===== config.mk =====
export PLATFORM = sky130hd
export DESIGN_NAME = tiny_cpu_instruction_executor
export DESIGN_NICKNAME = d
export VERILOG_FILES = /design/src/rtl/tce_pkg.sv /design/src/rtl/tiny_cpu_instruction_executor.sv /design/src/rtl/tce_div.sv /design/src/rtl/tce_ctrl.sv /design/src/rtl/tce_dp.sv
export SDC_FILE = /design/constraint.sdc
export NUM_CORES = 2
export LEC_CHECK = 0
export BUFFER_PORTS_ARGS = -buffer_cell sky130_fd_sc_hd__buf_2
export CELL_PAD_IN_SITES_DETAIL_PLACEMENT = 1
export CELL_PAD_IN_SITES_GLOBAL_PLACEMENT = 1
export CORE_MARGIN = 10
export CORE_UTILIZATION = 55
export CTS_BUF_LIST = sky130_fd_sc_hd__clkbuf_4
export DETAILED_ROUTE_END_ITERATION = 10
export GPL_ROUTABILITY_DRIVEN = 0
export PLACE_DENSITY = 0.8
export SETUP_SLACK_MARGIN = 0.15
export SKIP_CTS_REPAIR_TIMING = 1
export SLEW_MARGIN = 20
export SYNTH_ARGS = -nofsm -noshare
export SYNTH_HDL_FRONTEND = slang
export SYNTH_HIERARCHICAL = 1
export SYNTH_SLANG_ARGS = --single-unit

===== constraint.sdc =====
create_clock -name clk -period 12.85 [get_ports clk]
set_input_delay 2.57 -clock clk [delete_from_list [all_inputs] [get_ports clk]]
set_output_delay 2.57 -clock clk [all_outputs]
set_load 0.05 [all_outputs]

===== src/rtl/tce_pkg.sv =====
// Shared types, codes and defaults for the tiny CPU instruction executor.
`default_nettype none
package tce_pkg;

	localparam int MEMORY_BYTES_DEF = 256;

	// action codes of an input item
	localparam logic [2:0] ACT_WR    = 3'd0;
	localparam logic [2:0] ACT_RD    = 3'd1;
	localparam logic [2:0] ACT_RREG  = 3'd2;
	localparam logic [2:0] ACT_START = 3'd3;
	localparam logic [2:0] ACT_STEP  = 3'd4;

	// fault codes
	localparam logic [2:0] F_NONE  = 3'd0;
	localparam logic [2:0] F_OVER  = 3'd1;
	localparam logic [2:0] F_UNDER = 3'd2;
	localparam logic [2:0] F_DIV   = 3'd3;
	localparam logic [2:0] F_MOD   = 3'd4;
	localparam logic [2:0] F_ADDR  = 3'd5;
	localparam logic [2:0] F_OP    = 3'd6;

	// opcodes
	localparam logic [7:0] OP_LDI  = 8'd0;
	localparam logic [7:0] OP_HLT  = 8'd1;
	localparam logic [7:0] OP_ADD  = 8'd2;
	localparam logic [7:0] OP_SUB  = 8'd3;
	localparam logic [7:0] OP_MUL  = 8'd4;
	localparam logic [7:0] OP_DIV  = 8'd5;
	localparam logic [7:0] OP_MOD  = 8'd6;
	localparam logic [7:0] OP_CMP  = 8'd7;
	localparam logic [7:0] OP_JZ   = 8'd8;
	localparam logic [7:0] OP_JNZ  = 8'd9;
	localparam logic [7:0] OP_JMP  = 8'd10;
	localparam logic [7:0] OP_PUSH = 8'd11;
	localparam logic [7:0] OP_POP  = 8'd12;
	localparam logic [7:0] OP_CALL = 8'd13;
	localparam logic [7:0] OP_RET  = 8'd14;
	localparam logic [7:0] OP_MOV  = 8'd15;
	localparam logic [7:0] OP_IRET = 8'd16;
	localparam logic [7:0] OP_NOP  = 8'd17;
	localparam logic [7:0] OP_STI  = 8'd18;
	localparam logic [7:0] OP_CLI  = 8'd19;
	localparam logic [7:0] OP_LDR  = 8'd20;
	localparam logic [7:0] OP_STR  = 8'd21;
	localparam logic [7:0] OP_LAST = OP_STR;

	// memory address select
	localparam logic [3:0] MA_IN   = 4'd0;
	localparam logic [3:0] MA_PC   = 4'd1;
	localparam logic [3:0] MA_SP   = 4'd2;
	localparam logic [3:0] MA_SPM1 = 4'd3;
	localparam logic [3:0] MA_SPM2 = 4'd4;
	localparam logic [3:0] MA_SPP1 = 4'd5;
	localparam logic [3:0] MA_A    = 4'd6;
	localparam logic [3:0] MA_B    = 4'd7;
	localparam logic [3:0] MA_CLR  = 4'd8;

	// memory write data select
	localparam logic [2:0] MW_ZERO = 3'd0;
	localparam logic [2:0] MW_DATA = 3'd1;
	localparam logic [2:0] MW_X    = 3'd2;
	localparam logic [2:0] MW_Y    = 3'd3;
	localparam logic [2:0] MW_PCLO = 3'd4;
	localparam logic [2:0] MW_PCHI = 3'd5;

	// pc load select
	localparam logic [1:0] PC_HOLD = 2'd0;
	localparam logic [1:0] PC_IN   = 2'd1;
	localparam logic [1:0] PC_A    = 2'd2;
	localparam logic [1:0] PC_POP  = 2'd3;

	// stack pointer update
	localparam logic [2:0] SP_HOLD = 3'd0;
	localparam logic [2:0] SP_DEC1 = 3'd1;
	localparam logic [2:0] SP_DEC2 = 3'd2;
	localparam logic [2:0] SP_INC1 = 3'd3;
	localparam logic [2:0] SP_INC2 = 3'd4;

	// register file read index select
	localparam logic [1:0] RR_IN = 2'd0;
	localparam logic [1:0] RR_R1 = 2'd1;
	localparam logic [1:0] RR_R2 = 2'd2;

	// register file write data select
	localparam logic [2:0] RW_B   = 3'd0;
	localparam logic [2:0] RW_ALU = 3'd1;
	localparam logic [2:0] RW_QUO = 3'd2;
	localparam logic [2:0] RW_REM = 3'd3;
	localparam logic [2:0] RW_Y   = 3'd4;
	localparam logic [2:0] RW_MEM = 3'd5;

	// alu operation
	localparam logic [1:0] ALU_ADD = 2'd0;
	localparam logic [1:0] ALU_SUB = 2'd1;
	localparam logic [1:0] ALU_MUL = 2'd2;

	// zero flag source
	localparam logic ZS_W  = 1'b0;
	localparam logic ZS_EQ = 1'b1;

	typedef struct packed {
		logic [2:0]  action;
		logic [15:0] address;
		logic [7:0]  data;
	} tce_in_t;

	typedef struct packed {
		logic [7:0]  read_data;
		logic [15:0] program_counter;
		logic        running;
		logic        zero_flag;
		logic        interrupt_enable;
		logic [2:0]  fault;
	} tce_out_t;

	// controller to datapath
	typedef struct packed {
		logic       take;
		logic       mem_we;
		logic       mem_re;
		logic [3:0] mem_asel;
		logic [2:0] mem_wsel;
		logic       pc_inc;
		logic [1:0] pc_sel;
		logic [2:0] sp_op;
		logic       rf_re;
		logic [1:0] rf_rsel;
		logic       rf_we;
		logic [2:0] rf_wsel;
		logic       rf_clr;
		logic [1:0] alu_op;
		logic       zf_ld;
		logic       zf_sel;
		logic       ie_set;
		logic       ie_clr;
		logic       run_set;
		logic       run_clr;
		logic       ld_op;
		logic       ld_a;
		logic       ld_b;
		logic       ld_x;
		logic       ld_y;
		logic       ld_lo;
		logic       ld_rdata;
		logic       rd_from_mem;
		logic       fault_ld;
		logic [2:0] fault_code;
		logic       div_start;
		logic       clr_inc;
	} tce_cmd_t;

	// datapath to controller
	typedef struct packed {
		logic [2:0] action;
		logic [7:0] op;
		logic       addr_ok;
		logic       pc_ok;
		logic       a_ok;
		logic       b_ok;
		logic       run;
		logic       zf;
		logic       y_zero;
		logic       sp_lt1;
		logic       sp_lt2;
		logic       sp_empty;
		logic       sp_one;
		logic       div_done;
		logic       clr_last;
	} tce_stat_t;

endpackage
`default_nettype wire


===== src/rtl/tiny_cpu_instruction_executor.sv =====
// Top level of the tiny CPU instruction executor.
//
//  channel   signals               direction  handshake
//  item      start, busy, item     in         taken when start && !busy
//  result    done, result          out        valid for the single cycle done is high
//
// A memory write or start passes through dispatch to the response; memory and
// register reads add a capture state. A step fetches the opcode, decodes it,
// fetches each operand byte, reads two registers and executes; DIV/MOD also wait
// for the bit-serial divider. A step while halted goes straight to the response.
// The single memory port sets the fetch cost.
// After reset busy stays high while memory and registers are cleared. The result
// cannot be held off: done lasts one cycle.
`default_nettype none
module tiny_cpu_instruction_executor #(
	parameter int MEMORY_BYTES = tce_pkg::MEMORY_BYTES_DEF
) (
	input  wire logic             clk,
	input  wire logic             arst_n,
	input  wire logic             start,
	input  wire tce_pkg::tce_in_t item,
	output logic                  busy,
	output logic                  done,
	output tce_pkg::tce_out_t     result
);
	import tce_pkg::*;

	tce_cmd_t  cmd;
	tce_stat_t stat;

	tce_ctrl u_ctrl (
		.clk    (clk),
		.arst_n (arst_n),
		.start  (start),
		.stat   (stat),
		.cmd    (cmd),
		.busy   (busy),
		.done   (done)
	);

	tce_dp #(
		.MEMORY_BYTES (MEMORY_BYTES)
	) u_dp (
		.clk    (clk),
		.arst_n (arst_n),
		.item   (item),
		.cmd    (cmd),
		.stat   (stat),
		.result (result)
	);
endmodule
`default_nettype wire


===== src/rtl/tce_div.sv =====
// Restoring 8-bit divider, one quotient bit per cycle.
`default_nettype none
module tce_div (
	input  wire logic       clk,
	input  wire logic       arst_n,
	input  wire logic       start,
	input  wire logic [7:0] dividend,
	input  wire logic [7:0] divisor,
	output logic [7:0]      quotient,
	output logic [7:0]      remainder,
	output logic            done
);
	logic [7:0] rem_q;
	logic [7:0] quo_q;
	logic [7:0] dvs_q;
	logic [2:0] cnt_q;
	logic       act_q;
	logic       done_q;
	logic [8:0] trial;
	logic [8:0] diff;
	logic       fits;

	// shift in the next dividend bit and try the subtraction
	assign trial = {rem_q, quo_q[7]};
	assign diff  = trial - {1'b0, dvs_q};
	assign fits  = trial >= {1'b0, dvs_q};

	always_ff @(posedge clk or negedge arst_n) begin
		if (!arst_n) begin
			act_q  <= 1'b0;
			done_q <= 1'b0;
			cnt_q  <= '0;
		end else if (start) begin
			act_q  <= 1'b1;
			done_q <= 1'b0;
			cnt_q  <= '0;
		end else if (act_q) begin
			cnt_q <= cnt_q + 3'd1;
			if (cnt_q == 3'd7) begin
				act_q  <= 1'b0;
				done_q <= 1'b1;
			end
		end
	end

	always_ff @(posedge clk) begin
		if (start) begin
			rem_q <= '0;
			quo_q <= dividend;
			dvs_q <= divisor;
		end else if (act_q) begin
			rem_q <= fits ? diff[7:0] : trial[7:0];
			quo_q <= {quo_q[6:0], fits};
		end
	end

	assign quotient  = quo_q;
	assign remainder = rem_q;
	assign done      = done_q;
endmodule
`default_nettype wire


===== src/rtl/tce_ctrl.sv =====
// Sequencer for actions and instruction steps of the executor.
`default_nettype none
module tce_ctrl (
	input  wire logic               clk,
	input  wire logic               arst_n,
	input  wire logic               start,
	input  wire tce_pkg::tce_stat_t stat,
	output tce_pkg::tce_cmd_t       cmd,
	output logic                    busy,
	output logic                    done
);
	import tce_pkg::*;

	localparam logic [4:0] S_CLEAR = 5'd0;
	localparam logic [4:0] S_IDLE  = 5'd1;
	localparam logic [4:0] S_DISP  = 5'd2;
	localparam logic [4:0] S_CAP   = 5'd3;
	localparam logic [4:0] S_FOP   = 5'd4;
	localparam logic [4:0] S_WOP   = 5'd5;
	localparam logic [4:0] S_DEC   = 5'd6;
	localparam logic [4:0] S_FA    = 5'd7;
	localparam logic [4:0] S_WA    = 5'd8;
	localparam logic [4:0] S_FB    = 5'd9;
	localparam logic [4:0] S_WB    = 5'd10;
	localparam logic [4:0] S_RX    = 5'd11;
	localparam logic [4:0] S_RY    = 5'd12;
	localparam logic [4:0] S_RW    = 5'd13;
	localparam logic [4:0] S_EXEC  = 5'd14;
	localparam logic [4:0] S_DIVW  = 5'd15;
	localparam logic [4:0] S_POPW  = 5'd16;
	localparam logic [4:0] S_CALL2 = 5'd17;
	localparam logic [4:0] S_RET1  = 5'd18;
	localparam logic [4:0] S_RET2  = 5'd19;
	localparam logic [4:0] S_LDRW  = 5'd20;
	localparam logic [4:0] S_RESP  = 5'd21;

	logic [4:0] state_q;
	logic [4:0] state_d;
	logic [1:0] nops;

	// operand byte count per opcode
	always_comb begin
		unique case (stat.op)
			OP_HLT, OP_RET, OP_IRET, OP_NOP, OP_STI, OP_CLI: nops = 2'd0;
			OP_JZ, OP_JNZ, OP_JMP, OP_PUSH, OP_POP, OP_CALL: nops = 2'd1;
			default:                                         nops = 2'd2;
		endcase
	end

	always_ff @(posedge clk or negedge arst_n) begin
		if (!arst_n) state_q <= S_CLEAR;
		else         state_q <= state_d;
	end

	assign busy = state_q != S_IDLE;
	assign done = state_q == S_RESP;

	// next state and commands
	always_comb begin
		cmd     = '0;
		state_d = state_q;
		unique case (state_q)
			S_CLEAR: begin
				cmd.mem_we   = 1'b1;
				cmd.mem_asel = MA_CLR;
				cmd.mem_wsel = MW_ZERO;
				cmd.rf_we    = 1'b1;
				cmd.rf_clr   = 1'b1;
				cmd.clr_inc  = 1'b1;
				if (stat.clr_last) state_d = S_IDLE;
			end
			S_IDLE: begin
				if (start) begin
					cmd.take = 1'b1;
					state_d  = S_DISP;
				end
			end
			S_DISP: begin
				state_d = S_RESP;
				unique case (stat.action)
					ACT_WR: begin
						if (stat.addr_ok) begin
							cmd.mem_we   = 1'b1;
							cmd.mem_asel = MA_IN;
							cmd.mem_wsel = MW_DATA;
						end else begin
							cmd.fault_ld   = 1'b1;
							cmd.fault_code = F_ADDR;
						end
					end
					ACT_RD: begin
						if (stat.addr_ok) begin
							cmd.mem_re   = 1'b1;
							cmd.mem_asel = MA_IN;
							state_d      = S_CAP;
						end else begin
							cmd.fault_ld   = 1'b1;
							cmd.fault_code = F_ADDR;
						end
					end
					ACT_RREG: begin
						cmd.rf_re   = 1'b1;
						cmd.rf_rsel = RR_IN;
						state_d     = S_CAP;
					end
					ACT_START: begin
						cmd.pc_sel  = PC_IN;
						cmd.run_set = 1'b1;
					end
					ACT_STEP: begin
						if (stat.run) state_d = S_FOP;
					end
					default: ;
				endcase
			end
			S_CAP: begin
				cmd.ld_rdata    = 1'b1;
				cmd.rd_from_mem = stat.action == ACT_RD;
				state_d         = S_RESP;
			end
			S_FOP, S_FA, S_FB: begin
				if (!stat.pc_ok) begin
					cmd.run_clr    = 1'b1;
					cmd.fault_ld   = 1'b1;
					cmd.fault_code = F_ADDR;
					state_d        = S_RESP;
				end else begin
					cmd.mem_re   = 1'b1;
					cmd.mem_asel = MA_PC;
					cmd.pc_inc   = 1'b1;
					state_d      = (state_q == S_FOP) ? S_WOP :
					               (state_q == S_FA) ? S_WA : S_WB;
				end
			end
			S_WOP: begin
				cmd.ld_op = 1'b1;
				state_d   = S_DEC;
			end
			S_DEC: begin
				if (stat.op > OP_LAST) begin
					cmd.run_clr    = 1'b1;
					cmd.fault_ld   = 1'b1;
					cmd.fault_code = F_OP;
					state_d        = S_RESP;
				end else if (nops != 2'd0) begin
					state_d = S_FA;
				end else begin
					state_d = S_RX;
				end
			end
			S_WA: begin
				cmd.ld_a = 1'b1;
				state_d  = (nops == 2'd2) ? S_FB : S_RX;
			end
			S_WB: begin
				cmd.ld_b = 1'b1;
				state_d  = S_RX;
			end
			S_RX: begin
				cmd.rf_re   = 1'b1;
				cmd.rf_rsel = RR_R1;
				state_d     = S_RY;
			end
			S_RY: begin
				cmd.ld_x    = 1'b1;
				cmd.rf_re   = 1'b1;
				cmd.rf_rsel = RR_R2;
				state_d     = S_RW;
			end
			S_RW: begin
				cmd.ld_y = 1'b1;
				state_d  = S_EXEC;
			end
			S_EXEC: begin
				state_d = S_RESP;
				unique case (stat.op)
					OP_LDI: begin
						cmd.rf_we   = 1'b1;
						cmd.rf_wsel = RW_B;
					end
					OP_HLT: cmd.run_clr = 1'b1;
					OP_ADD, OP_SUB, OP_MUL: begin
						cmd.rf_we   = 1'b1;
						cmd.rf_wsel = RW_ALU;
						cmd.alu_op  = (stat.op == OP_ADD) ? ALU_ADD :
						              (stat.op == OP_SUB) ? ALU_SUB : ALU_MUL;
						cmd.zf_ld   = 1'b1;
						cmd.zf_sel  = ZS_W;
					end
					OP_DIV, OP_MOD: begin
						if (stat.y_zero) begin
							cmd.run_clr    = 1'b1;
							cmd.fault_ld   = 1'b1;
							cmd.fault_code = (stat.op == OP_DIV) ? F_DIV : F_MOD;
						end else begin
							cmd.div_start = 1'b1;
							state_d       = S_DIVW;
						end
					end
					OP_CMP: begin
						cmd.zf_ld  = 1'b1;
						cmd.zf_sel = ZS_EQ;
					end
					OP_JZ:  if (stat.zf)  cmd.pc_sel = PC_A;
					OP_JNZ: if (!stat.zf) cmd.pc_sel = PC_A;
					OP_JMP: cmd.pc_sel = PC_A;
					OP_PUSH: begin
						if (stat.sp_lt1) begin
							cmd.run_clr    = 1'b1;
							cmd.fault_ld   = 1'b1;
							cmd.fault_code = F_OVER;
						end else begin
							cmd.mem_we   = 1'b1;
							cmd.mem_asel = MA_SPM1;
							cmd.mem_wsel = MW_X;
							cmd.sp_op    = SP_DEC1;
						end
					end
					OP_POP: begin
						if (stat.sp_empty) begin
							cmd.run_clr    = 1'b1;
							cmd.fault_ld   = 1'b1;
							cmd.fault_code = F_UNDER;
						end else begin
							cmd.mem_re   = 1'b1;
							cmd.mem_asel = MA_SP;
							state_d      = S_POPW;
						end
					end
					OP_CALL: begin
						if (stat.sp_lt2) begin
							cmd.run_clr    = 1'b1;
							cmd.fault_ld   = 1'b1;
							cmd.fault_code = F_OVER;
						end else begin
							cmd.mem_we   = 1'b1;
							cmd.mem_asel = MA_SPM2;
							cmd.mem_wsel = MW_PCLO;
							state_d      = S_CALL2;
						end
					end
					OP_RET, OP_IRET: begin
						if (stat.sp_one) begin
							cmd.run_clr    = 1'b1;
							cmd.fault_ld   = 1'b1;
							cmd.fault_code = F_UNDER;
						end else begin
							cmd.mem_re   = 1'b1;
							cmd.mem_asel = MA_SP;
							state_d      = S_RET1;
						end
					end
					OP_MOV: begin
						cmd.rf_we   = 1'b1;
						cmd.rf_wsel = RW_Y;
					end
					OP_STI: cmd.ie_set = 1'b1;
					OP_CLI: cmd.ie_clr = 1'b1;
					OP_LDR: begin
						if (!stat.b_ok) begin
							cmd.run_clr    = 1'b1;
							cmd.fault_ld   = 1'b1;
							cmd.fault_code = F_ADDR;
						end else begin
							cmd.mem_re   = 1'b1;
							cmd.mem_asel = MA_B;
							state_d      = S_LDRW;
						end
					end
					OP_STR: begin
						if (!stat.a_ok) begin
							cmd.run_clr    = 1'b1;
							cmd.fault_ld   = 1'b1;
							cmd.fault_code = F_ADDR;
						end else begin
							cmd.mem_we   = 1'b1;
							cmd.mem_asel = MA_A;
							cmd.mem_wsel = MW_Y;
						end
					end
					default: ;
				endcase
			end
			S_DIVW: begin
				if (stat.div_done) begin
					cmd.rf_we   = 1'b1;
					cmd.rf_wsel = (stat.op == OP_DIV) ? RW_QUO : RW_REM;
					cmd.zf_ld   = 1'b1;
					cmd.zf_sel  = ZS_W;
					state_d     = S_RESP;
				end
			end
			S_POPW: begin
				cmd.rf_we   = 1'b1;
				cmd.rf_wsel = RW_MEM;
				cmd.sp_op   = SP_INC1;
				state_d     = S_RESP;
			end
			S_CALL2: begin
				cmd.mem_we   = 1'b1;
				cmd.mem_asel = MA_SPM1;
				cmd.mem_wsel = MW_PCHI;
				cmd.sp_op    = SP_DEC2;
				cmd.pc_sel   = PC_A;
				state_d      = S_RESP;
			end
			S_RET1: begin
				cmd.ld_lo    = 1'b1;
				cmd.mem_re   = 1'b1;
				cmd.mem_asel = MA_SPP1;
				state_d      = S_RET2;
			end
			S_RET2: begin
				cmd.pc_sel = PC_POP;
				cmd.sp_op  = SP_INC2;
				state_d    = S_RESP;
			end
			S_LDRW: begin
				cmd.rf_we   = 1'b1;
				cmd.rf_wsel = RW_MEM;
				state_d     = S_RESP;
			end
			S_RESP: state_d = S_IDLE;
			default: state_d = S_IDLE;
		endcase
	end
endmodule
`default_nettype wire


===== src/rtl/tce_dp.sv =====
// Datapath: memory, register file, machine state, alu and divider.
`default_nettype none
module tce_dp #(
	parameter int MEMORY_BYTES = tce_pkg::MEMORY_BYTES_DEF
) (
	input  wire logic              clk,
	input  wire logic              arst_n,
	input  wire tce_pkg::tce_in_t  item,
	input  wire tce_pkg::tce_cmd_t cmd,
	output tce_pkg::tce_stat_t     stat,
	output tce_pkg::tce_out_t      result
);
	import tce_pkg::*;

	localparam int AW  = $clog2(MEMORY_BYTES);
	localparam int SPW = $clog2(MEMORY_BYTES + 1);
	localparam logic [16:0]  MB17 = 17'(MEMORY_BYTES);
	localparam logic [SPW:0] MBSP = (SPW + 1)'(MEMORY_BYTES);

	logic [7:0]     mem [MEMORY_BYTES];
	logic [7:0]     rf [8];
	logic [7:0]     mem_q;
	logic [7:0]     rf_q;
	tce_in_t        in_q;
	logic [15:0]    pc_q;
	logic [SPW-1:0] sp_q;
	logic           zf_q;
	logic           ie_q;
	logic           run_q;
	logic [AW-1:0]  clr_q;
	logic [7:0]     op_q;
	logic [7:0]     a_q;
	logic [7:0]     b_q;
	logic [7:0]     x_q;
	logic [7:0]     y_q;
	logic [7:0]     lo_q;
	logic [7:0]     rdata_q;
	logic [2:0]     fault_q;

	logic [AW-1:0]  maddr;
	logic [7:0]     mwdat;
	logic [2:0]     ridx;
	logic [2:0]     widx;
	logic [7:0]     wval;
	logic [7:0]     alu;
	logic [15:0]    prod;
	logic [7:0]     quo;
	logic [7:0]     rem;
	logic           div_done;
	logic [SPW:0]   sp_p1;

	// divider for DIV and MOD
	tce_div u_div (
		.clk       (clk),
		.arst_n    (arst_n),
		.start     (cmd.div_start),
		.dividend  (x_q),
		.divisor   (y_q),
		.quotient  (quo),
		.remainder (rem),
		.done      (div_done)
	);

	// memory address and write data
	always_comb begin
		case (cmd.mem_asel)
			MA_IN:   maddr = in_q.address[AW-1:0];
			MA_PC:   maddr = pc_q[AW-1:0];
			MA_SP:   maddr = sp_q[AW-1:0];
			MA_SPM1: maddr = AW'(sp_q - SPW'(1));
			MA_SPM2: maddr = AW'(sp_q - SPW'(2));
			MA_SPP1: maddr = AW'(sp_q + SPW'(1));
			MA_A:    maddr = AW'(a_q);
			MA_B:    maddr = AW'(b_q);
			default: maddr = clr_q;
		endcase
		case (cmd.mem_wsel)
			MW_DATA: mwdat = in_q.data;
			MW_X:    mwdat = x_q;
			MW_Y:    mwdat = y_q;
			MW_PCLO: mwdat = pc_q[7:0];
			MW_PCHI: mwdat = pc_q[15:8];
			default: mwdat = 8'd0;
		endcase
	end

	always_ff @(posedge clk) begin
		if (cmd.mem_we) mem[maddr] <= mwdat;
		if (cmd.mem_re) mem_q <= mem[maddr];
	end

	// alu and register file write value
	assign prod = x_q * y_q;
	always_comb begin
		case (cmd.alu_op)
			ALU_ADD: alu = x_q + y_q;
			ALU_SUB: alu = x_q - y_q;
			default: alu = prod[7:0];
		endcase
		case (cmd.rf_wsel)
			RW_B:    wval = b_q;
			RW_ALU:  wval = alu;
			RW_QUO:  wval = quo;
			RW_REM:  wval = rem;
			RW_Y:    wval = y_q;
			RW_MEM:  wval = mem_q;
			default: wval = 8'd0;
		endcase
		case (cmd.rf_rsel)
			RR_IN:   ridx = in_q.address[2:0];
			RR_R1:   ridx = a_q[2:0];
			default: ridx = b_q[2:0];
		endcase
	end

	assign widx = cmd.rf_clr ? clr_q[2:0] : a_q[2:0];

	always_ff @(posedge clk) begin
		if (cmd.rf_we) rf[widx] <= cmd.rf_clr ? 8'd0 : wval;
		if (cmd.rf_re) rf_q <= rf[ridx];
	end

	// machine state
	always_ff @(posedge clk or negedge arst_n) begin
		if (!arst_n) begin
			pc_q  <= '0;
			sp_q  <= SPW'(MEMORY_BYTES);
			zf_q  <= 1'b0;
			ie_q  <= 1'b0;
			run_q <= 1'b0;
			clr_q <= '0;
		end else begin
			if (cmd.clr_inc) clr_q <= clr_q + AW'(1);
			case (cmd.pc_sel)
				PC_IN:   pc_q <= in_q.address;
				PC_A:    pc_q <= {8'd0, a_q};
				PC_POP:  pc_q <= {mem_q, lo_q};
				default: if (cmd.pc_inc) pc_q <= pc_q + 16'd1;
			endcase
			case (cmd.sp_op)
				SP_DEC1: sp_q <= sp_q - SPW'(1);
				SP_DEC2: sp_q <= sp_q - SPW'(2);
				SP_INC1: sp_q <= sp_q + SPW'(1);
				SP_INC2: sp_q <= sp_q + SPW'(2);
				default: ;
			endcase
			if (cmd.zf_ld) zf_q <= (cmd.zf_sel == ZS_EQ) ? (x_q == y_q) : (wval == 8'd0);
			if (cmd.ie_set) ie_q <= 1'b1;
			else if (cmd.ie_clr) ie_q <= 1'b0;
			if (cmd.run_set) run_q <= 1'b1;
			else if (cmd.run_clr) run_q <= 1'b0;
		end
	end

	// item, operand and result holding registers
	always_ff @(posedge clk) begin
		if (cmd.take) begin
			in_q    <= item;
			rdata_q <= 8'd0;
			fault_q <= F_NONE;
			a_q     <= 8'd0;
			b_q     <= 8'd0;
		end else begin
			if (cmd.ld_rdata) rdata_q <= cmd.rd_from_mem ? mem_q : rf_q;
			if (cmd.fault_ld) fault_q <= cmd.fault_code;
			if (cmd.ld_op)    op_q <= mem_q;
			if (cmd.ld_a)     a_q <= mem_q;
			if (cmd.ld_b)     b_q <= mem_q;
		end
		if (cmd.ld_x)  x_q  <= rf_q;
		if (cmd.ld_y)  y_q  <= rf_q;
		if (cmd.ld_lo) lo_q <= mem_q;
	end

	// status toward the controller
	assign sp_p1 = {1'b0, sp_q} + (SPW + 1)'(1);
	always_comb begin
		stat.action   = in_q.action;
		stat.op       = op_q;
		stat.addr_ok  = {1'b0, in_q.address} < MB17;
		stat.pc_ok    = {1'b0, pc_q} < MB17;
		stat.a_ok     = 17'(a_q) < MB17;
		stat.b_ok     = 17'(b_q) < MB17;
		stat.run      = run_q;
		stat.zf       = zf_q;
		stat.y_zero   = y_q == 8'd0;
		stat.sp_lt1   = sp_q < SPW'(1);
		stat.sp_lt2   = sp_q < SPW'(2);
		stat.sp_empty = {1'b0, sp_q} >= MBSP;
		stat.sp_one   = sp_p1 >= MBSP;
		stat.div_done = div_done;
		stat.clr_last = clr_q == AW'(MEMORY_BYTES - 1);
	end

	assign result.read_data        = rdata_q;
	assign result.program_counter  = pc_q;
	assign result.running          = run_q;
	assign result.zero_flag        = zf_q;
	assign result.interrupt_enable = ie_q;
	assign result.fault            = fault_q;
endmodule
`default_nettype wire


== Yosys cells after proc, flatten, opt, wreduce, memory -nomap -nowiden ==
Memory sizes are Yosys's and may differ from the RTL's. A register that Yosys moved wholly into a read port is not among the register bits.
Cells that the tools add are included.

* Word-level logic and storage cells: 292
* Bits in read-only memories: 64
* RAM bits: 2112
* Memories: 3
* Input port bits: 30
* Output and inout bits: 32
* Flip-flop bits (word level): 156

* Bitwise gates (word level): 1
* Multipliers: 1
* $lt $le $gt $ge: 8
* Reductions and logical operators: 29
* Eq/ne operators: 79
* Muxes and demuxes: 136
* Add/sub/neg operators: 11

{| class="wikitable"
|+ Memories
! name !! words !! bits a word !! read ports !! clocked after memory_dff !! wr ports !! RTL line !! RTL
|-
| u_dp.mem || 256 || 8 || 1 || 1 || 1 || tce_dp.sv:20 || <nowiki>logic [7:0] mem [MEMORY_BYTES];</nowiki>
|-
| (no name shown) || 32 || 2 || 1 || 1 || 0 || tce_ctrl.sv:43 || <nowiki>unique case (stat.op)</nowiki>
|-
| u_dp.rf || 8 || 8 || 1 || 1 || 1 || tce_dp.sv:21 || <nowiki>logic [7:0] rf [8];</nowiki>
|}

{| class="wikitable"
|+ Operator list
! operator !! number
|-
| $mux W5 || 15
|-
| $pmux W5 S15 || 1
|-
| $eq A8 B4 Y1 const B || 8
|-
| $pmux W8 S8 || 1
|-
| $mux W1 || 50
|-
| $pmux W16 S3 || 1
|-
| $pmux W4 S6 || 2
|-
| $pmux W8 S6 || 1
|-
| $mux W4 || 11
|-
| $eq A5 B4 Y1 const B || 8
|-
| $eq A8 B5 Y1 const B || 5
|-
| $mux W8 || 5
|-
| $pmux W8 S5 || 1
|-
| $pmux W3 S3 || 4
|-
| $pmux W9 S4 || 1
|-
| $eq A8 B3 Y1 const B || 4
|-
| $lt A16 B9 Y1 const B || 2
|-
| $eq A5 B5 Y1 const B || 6
|-
| $mux W3 || 9
|-
| $pmux W5 S5 || 1
|-
| $eq A3 B2 Y1 const B || 8
|-
| $logic_not A8 Y1 || 3
|-
| $mux W2 || 12
|-
| $eq A3 B3 Y1 const B || 7
|-
| other kinds (61) || 99
|}

== Longest topological paths before layout ==
* Depth after elaboration: 10
* Depth in mapped cells: 29
* Gate-level depth less buffers: 19

== By module ==
The synthesis kept the hierarchy.

{| class="wikitable"
|+ Modules (own cells, without submodules)
! module !! area each (um^2) !! seq. area each (um^2) !! times used !! cells an instance
|-
| tce_dp || 95221.3 || 67115.6 || 1 || 7334
|-
| tce_ctrl || 1685.4 || 125.1 || 1 || 267
|-
| tce_div || 1557.7 || 765.7 || 1 || 137
|}

== Worst setup path before layout ==
Ideal clock, no wire load.

* Kind: register to register
* Start point: reg u_ctrl.state_q[4]
* End point: mem u_dp.mem[0][0], data pin
* Buffers on the path: 3
* Data arrival time: 9.729 ns
* Period minus slack after synthesis: 11.315 ns
* Setup time: 1.586 ns
* Slack: 1.535 ns
* Cell stages (with the launch flop): 12
* Data required time: 11.264 ns
* Path through: dfrtp_1 buf_6 or3_4 or3_4 or4b_4 nand3_2 clkbuf_1 clkbuf_1 nand2_1 o21ai_0 a22oi_1 o22ai_1

{| class="wikitable"
|+ RTL lines
! item !! RTL line !! RTL
|-
| from (decl) || tce_ctrl.sv:37 || <nowiki>logic [4:0] state_q;</nowiki>
|-
| from (signal assigned) || tce_ctrl.sv:52 || <nowiki>else state_q <= state_d;</nowiki>
|-
| to (decl) || tce_dp.sv:20 ||
|}

==> impl_results.md <==
- Outcome: finished, final reports clean
- Initial antenna violation count: 21
- Crit. End Element: flop
- Cell count after synthesis: 7738
- First-pass GRT wire length: 508000 um
- Die Y: 443 um
- Synth Register Bits: 2284
- Post-Synth Adder-Cell Area: 0.966%
- Crit share post-route: 68.3%
- Starting Density: 55.2%
- Post-synthesis compound-gate area fraction: 6.93%
- DIE WIDTH: 443 um
- Mux cell area share after synthesis: 4.00%
- GR peak layer: met2
- Clock transition at the registers of the reported paths: 70 ps
- Slew HR: 9.64%
- Post-synth top area share: 67.2%
- Grt met2 use: 52.9%
- Detailed Place HPWL: 214000 um
- Final slew viol count: 0
- Total gr overflow: 0
- FFs w/ async S/R, synth: 2.01%
- Max Fanout on Critical Path: 51
- FILL cells: 17600
- Die Footprint: 196000 um2
- DR WL/cell: 32.5 um
- Clock Skew: 121 ps
- GRT met3 Usage: 10.8%
- Post-DRT Antenna Nets: 0
- Clk_lat worst skew: 1490 ps
- Share of cells above drive strength 1: 15.6%
- WS Path Type: reg2reg
- Leakage: 34.7 nW
- PwrDens: 133 nW/um2
- Post-synth top flop: edfxtp_1
- Drt drc: 0
- Measured slew at the worst slew-check pin: 1360 ps
- Vias per cell: 6.71
- Num rows: 155
- # clock sinks: 2284
- Final min period: 8770 ps
- Setup violators final: 0
- Crit path required time: 13950 ps
- Ports: 62
- Post-synthesis instance area: 98500 um2
- CTS Buffer Depth: 4
- Final Routed Wirelength: 351000 um
- Multi-input logic area: 27600 um2
- Yosys cell types: 114
- Final hold vios: 0
- Root Driver: clkbuf_4
- Crit path arrival time: 9870 ps
- Final Core Density: 60.5%
- Final setup TNS: 0 ps
- H-tree levels: 6
- TritonCTS clock tree: built
- Layout net count: 8113
- Starting DRT DRC Count: 9916
- P&R area growth vs syn: 9.57%
- Largest family of logic cells by synthesized area: simple AND/OR/NAND/NOR gates
- Startpoint class of the critical path: flop
- Yosys warning count: 6
- Gr usage total: 34.8%
- Largest area contributor in the netlist: edfxtp_1
- Synth Area in XOR/XNOR: 0.463%
- Peak supply drop: 0.107 mV
- M1 GR Usage: 42.8%
- Sequential area share after synthesis: 69.1%
- Total CTS buffers: 605
- Unrepaired setup endpoints after global routing: false
- Post-synth EDFFs: 2203
- Pre-antenna DRT Iters: 6
- Worst hold path class: reg2reg
- Largest net degree at the start of global routing: 256
- FF+latch area: 68000 um2
- CORE AREA: 178000 um2
- Simple-Gate Fraction of Synth Area: 15.3%
- Port bufs: 61
- Max Fclk: 114 MHz
- Via count: 72400
- Average size of a mapped cell: 12.7 um2
- Vias in the first global route: 74000
- MaxCap Viol Count: 0
- Synth area leaders: edfxtp_1, nand2_1, nand3_1
[cell type report]
class | count | area share, %
antenna | 25 | 0.0580
clock buffer | 865 | 6.02
clock inverter | 136 | 0.676
inverter | 85 | 0.296
multi-input combinational | 4822 | 25.6
sequential | 2284 | 63.0
tap | 2355 | 2.73
timing repair buffer | 218 | 1.60
[power by group]
group | total, mW | internal, mW | switching [mW] | leakage, nW
clock | 6.26 | 3.21 | 3.05 | 4.35
combinational | 0.00870 | 0.00333 | 0.00536 | 14.1
sequential | 8.03 | 8.03 | 0 | 16.3
[per-layer routing]
layer	vias up	routed length [um]
met1	36100	122000
met5	-	105
met2	5307	158000
li1	29600	-
met4	16	26700
met3	1331	43800
[sequential cells by signal, indices dropped and copies added (netlist names), 9 cells and up]
register,count
u_dp/rf,64
u_dp/pc_q,16
u_dp/sp_q,9
u_dp/mem,2048
u_dp/in_q,24
[cells in the final DEF (no fill, tap or decap), types with 16 or more instances in the layout]
cell,count
nand4_1,47
nor2_2,25
and2_1,28
a221oi_1,35
a311oi_1,89
a21oi_1,207
edfxtp_1,2203
dfrtp_1,45
mux4_2,38
o21ai_0,82
inv_1,83
xnor2_1,33
nor3_1,50
xor2_1,19
a211oi_1,75
mux2i_1,263
o211ai_1,30
nand2_1,1764
clkbuf_4,865
diode_2,25
a32oi_1,32
nor2_1,421
nor4_1,21
mux2_2,36
and3_1,146
buf_4,135
dfxtp_1,35
ha_1,52
a31oi_1,84
buf_12,17
o22ai_1,25
nor2b_1,22
clkinv_1,99
nand2b_1,35
a22oi_1,43
o31ai_1,16
nand3_1,729
buf_2,62
[stage by stage]
stage / hold WS (ps) / instances / power, mW / setup WS (ps) / area [um2]
after floorplan: 444 / 7739 / 8.19 / 1530 / 98500
after detailed placement: 481 / 9763 / 8.20 / 4560 / 101000
final: 488 / 10800 / 14.3 / 4080 / 108000
after global placement: 474 / 9760 / 8.20 / 3870 / 100000
after CTS: 489 / 10800 / 14.4 / 4490 / 108000
after global routing: 524 / 10800 / 14.8 / 3860 / 108000
[cell families after synthesis]
| kind of cell | after synthesis |
|---|---|
| buf+inv | 633 |
| fa+ha+maj | 67 |
| compound gates | 947 |
| other cells | 1 |
| flops | 2284 |
| xor+xnor | 52 |
| simple gates | 3414 |
| mux | 340 |
[synth_stat cells (30+ instances only)]
cell type,count
dfxtp_1,35
o21ai_0,85
o211ai_1,30
a221oi_1,35
and3_1,147
nor2_1,445
o22ai_1,34
clkbuf_1,138
a32oi_1,32
nand4_1,47
dfrtp_1,45
buf_4,94
mux2_2,36
a22oi_1,43
a21oi_1,211
mux2i_1,263
edfxtp_1,2203
buf_2,283
nor3_1,55
a211oi_1,79
mux4_2,38
nand2_1,1765
nand2b_1,35
inv_1,84
a31oi_1,84
a311oi_1,90
nand3_1,729
xnor2_1,33
ha_1,52
[final timing paths]
check	startpoint	end	slack [ps]	cells past startpoint
max in group asynchronous	arst_n	u_dp/pc_q[2]$_DFFE_PN0P_	11040	2
worst max-delay path	u_dp/sp_q[3]$_DFFE_PN0P_	u_dp/mem_q[6]$_DFFE_PP_	4080	20
worst min-delay path	u_dp/rdata_q[2]$_SDFFE_PP0P_	u_dp/rdata_q[2]$_SDFFE_PP0P_	490	2
worst min register to register	u_dp/rdata_q[2]$_SDFFE_PP0P_	u_dp/rdata_q[2]$_SDFFE_PP0P_	490	2
min in group asynchronous	arst_n	u_dp/run_q$_DFFE_PN0P_	1280	2
worst max register to register	u_dp/sp_q[3]$_DFFE_PN0P_	u_dp/mem_q[6]$_DFFE_PP_	4080	20
[worst max-delay path, stage by stage (launching register included)]
cell      delay, ps
dfrtp_1         950
nand3_1         370
nor2_1          250
nand3_1         160
mux2_2          370
nor3_1          250
a211o_1         240
nor3_1           90
o21ai_2         150
buf_4           330
nor4b_2         130
nor3_1          390
o31a_1          600
a21o_4          490
buf_4           640
buf_4           680
a311oi_1        340
o21ai_0         680
o211ai_1        190
o31ai_1         810
nand4_1         160
(Power assumes the default switching activity.)
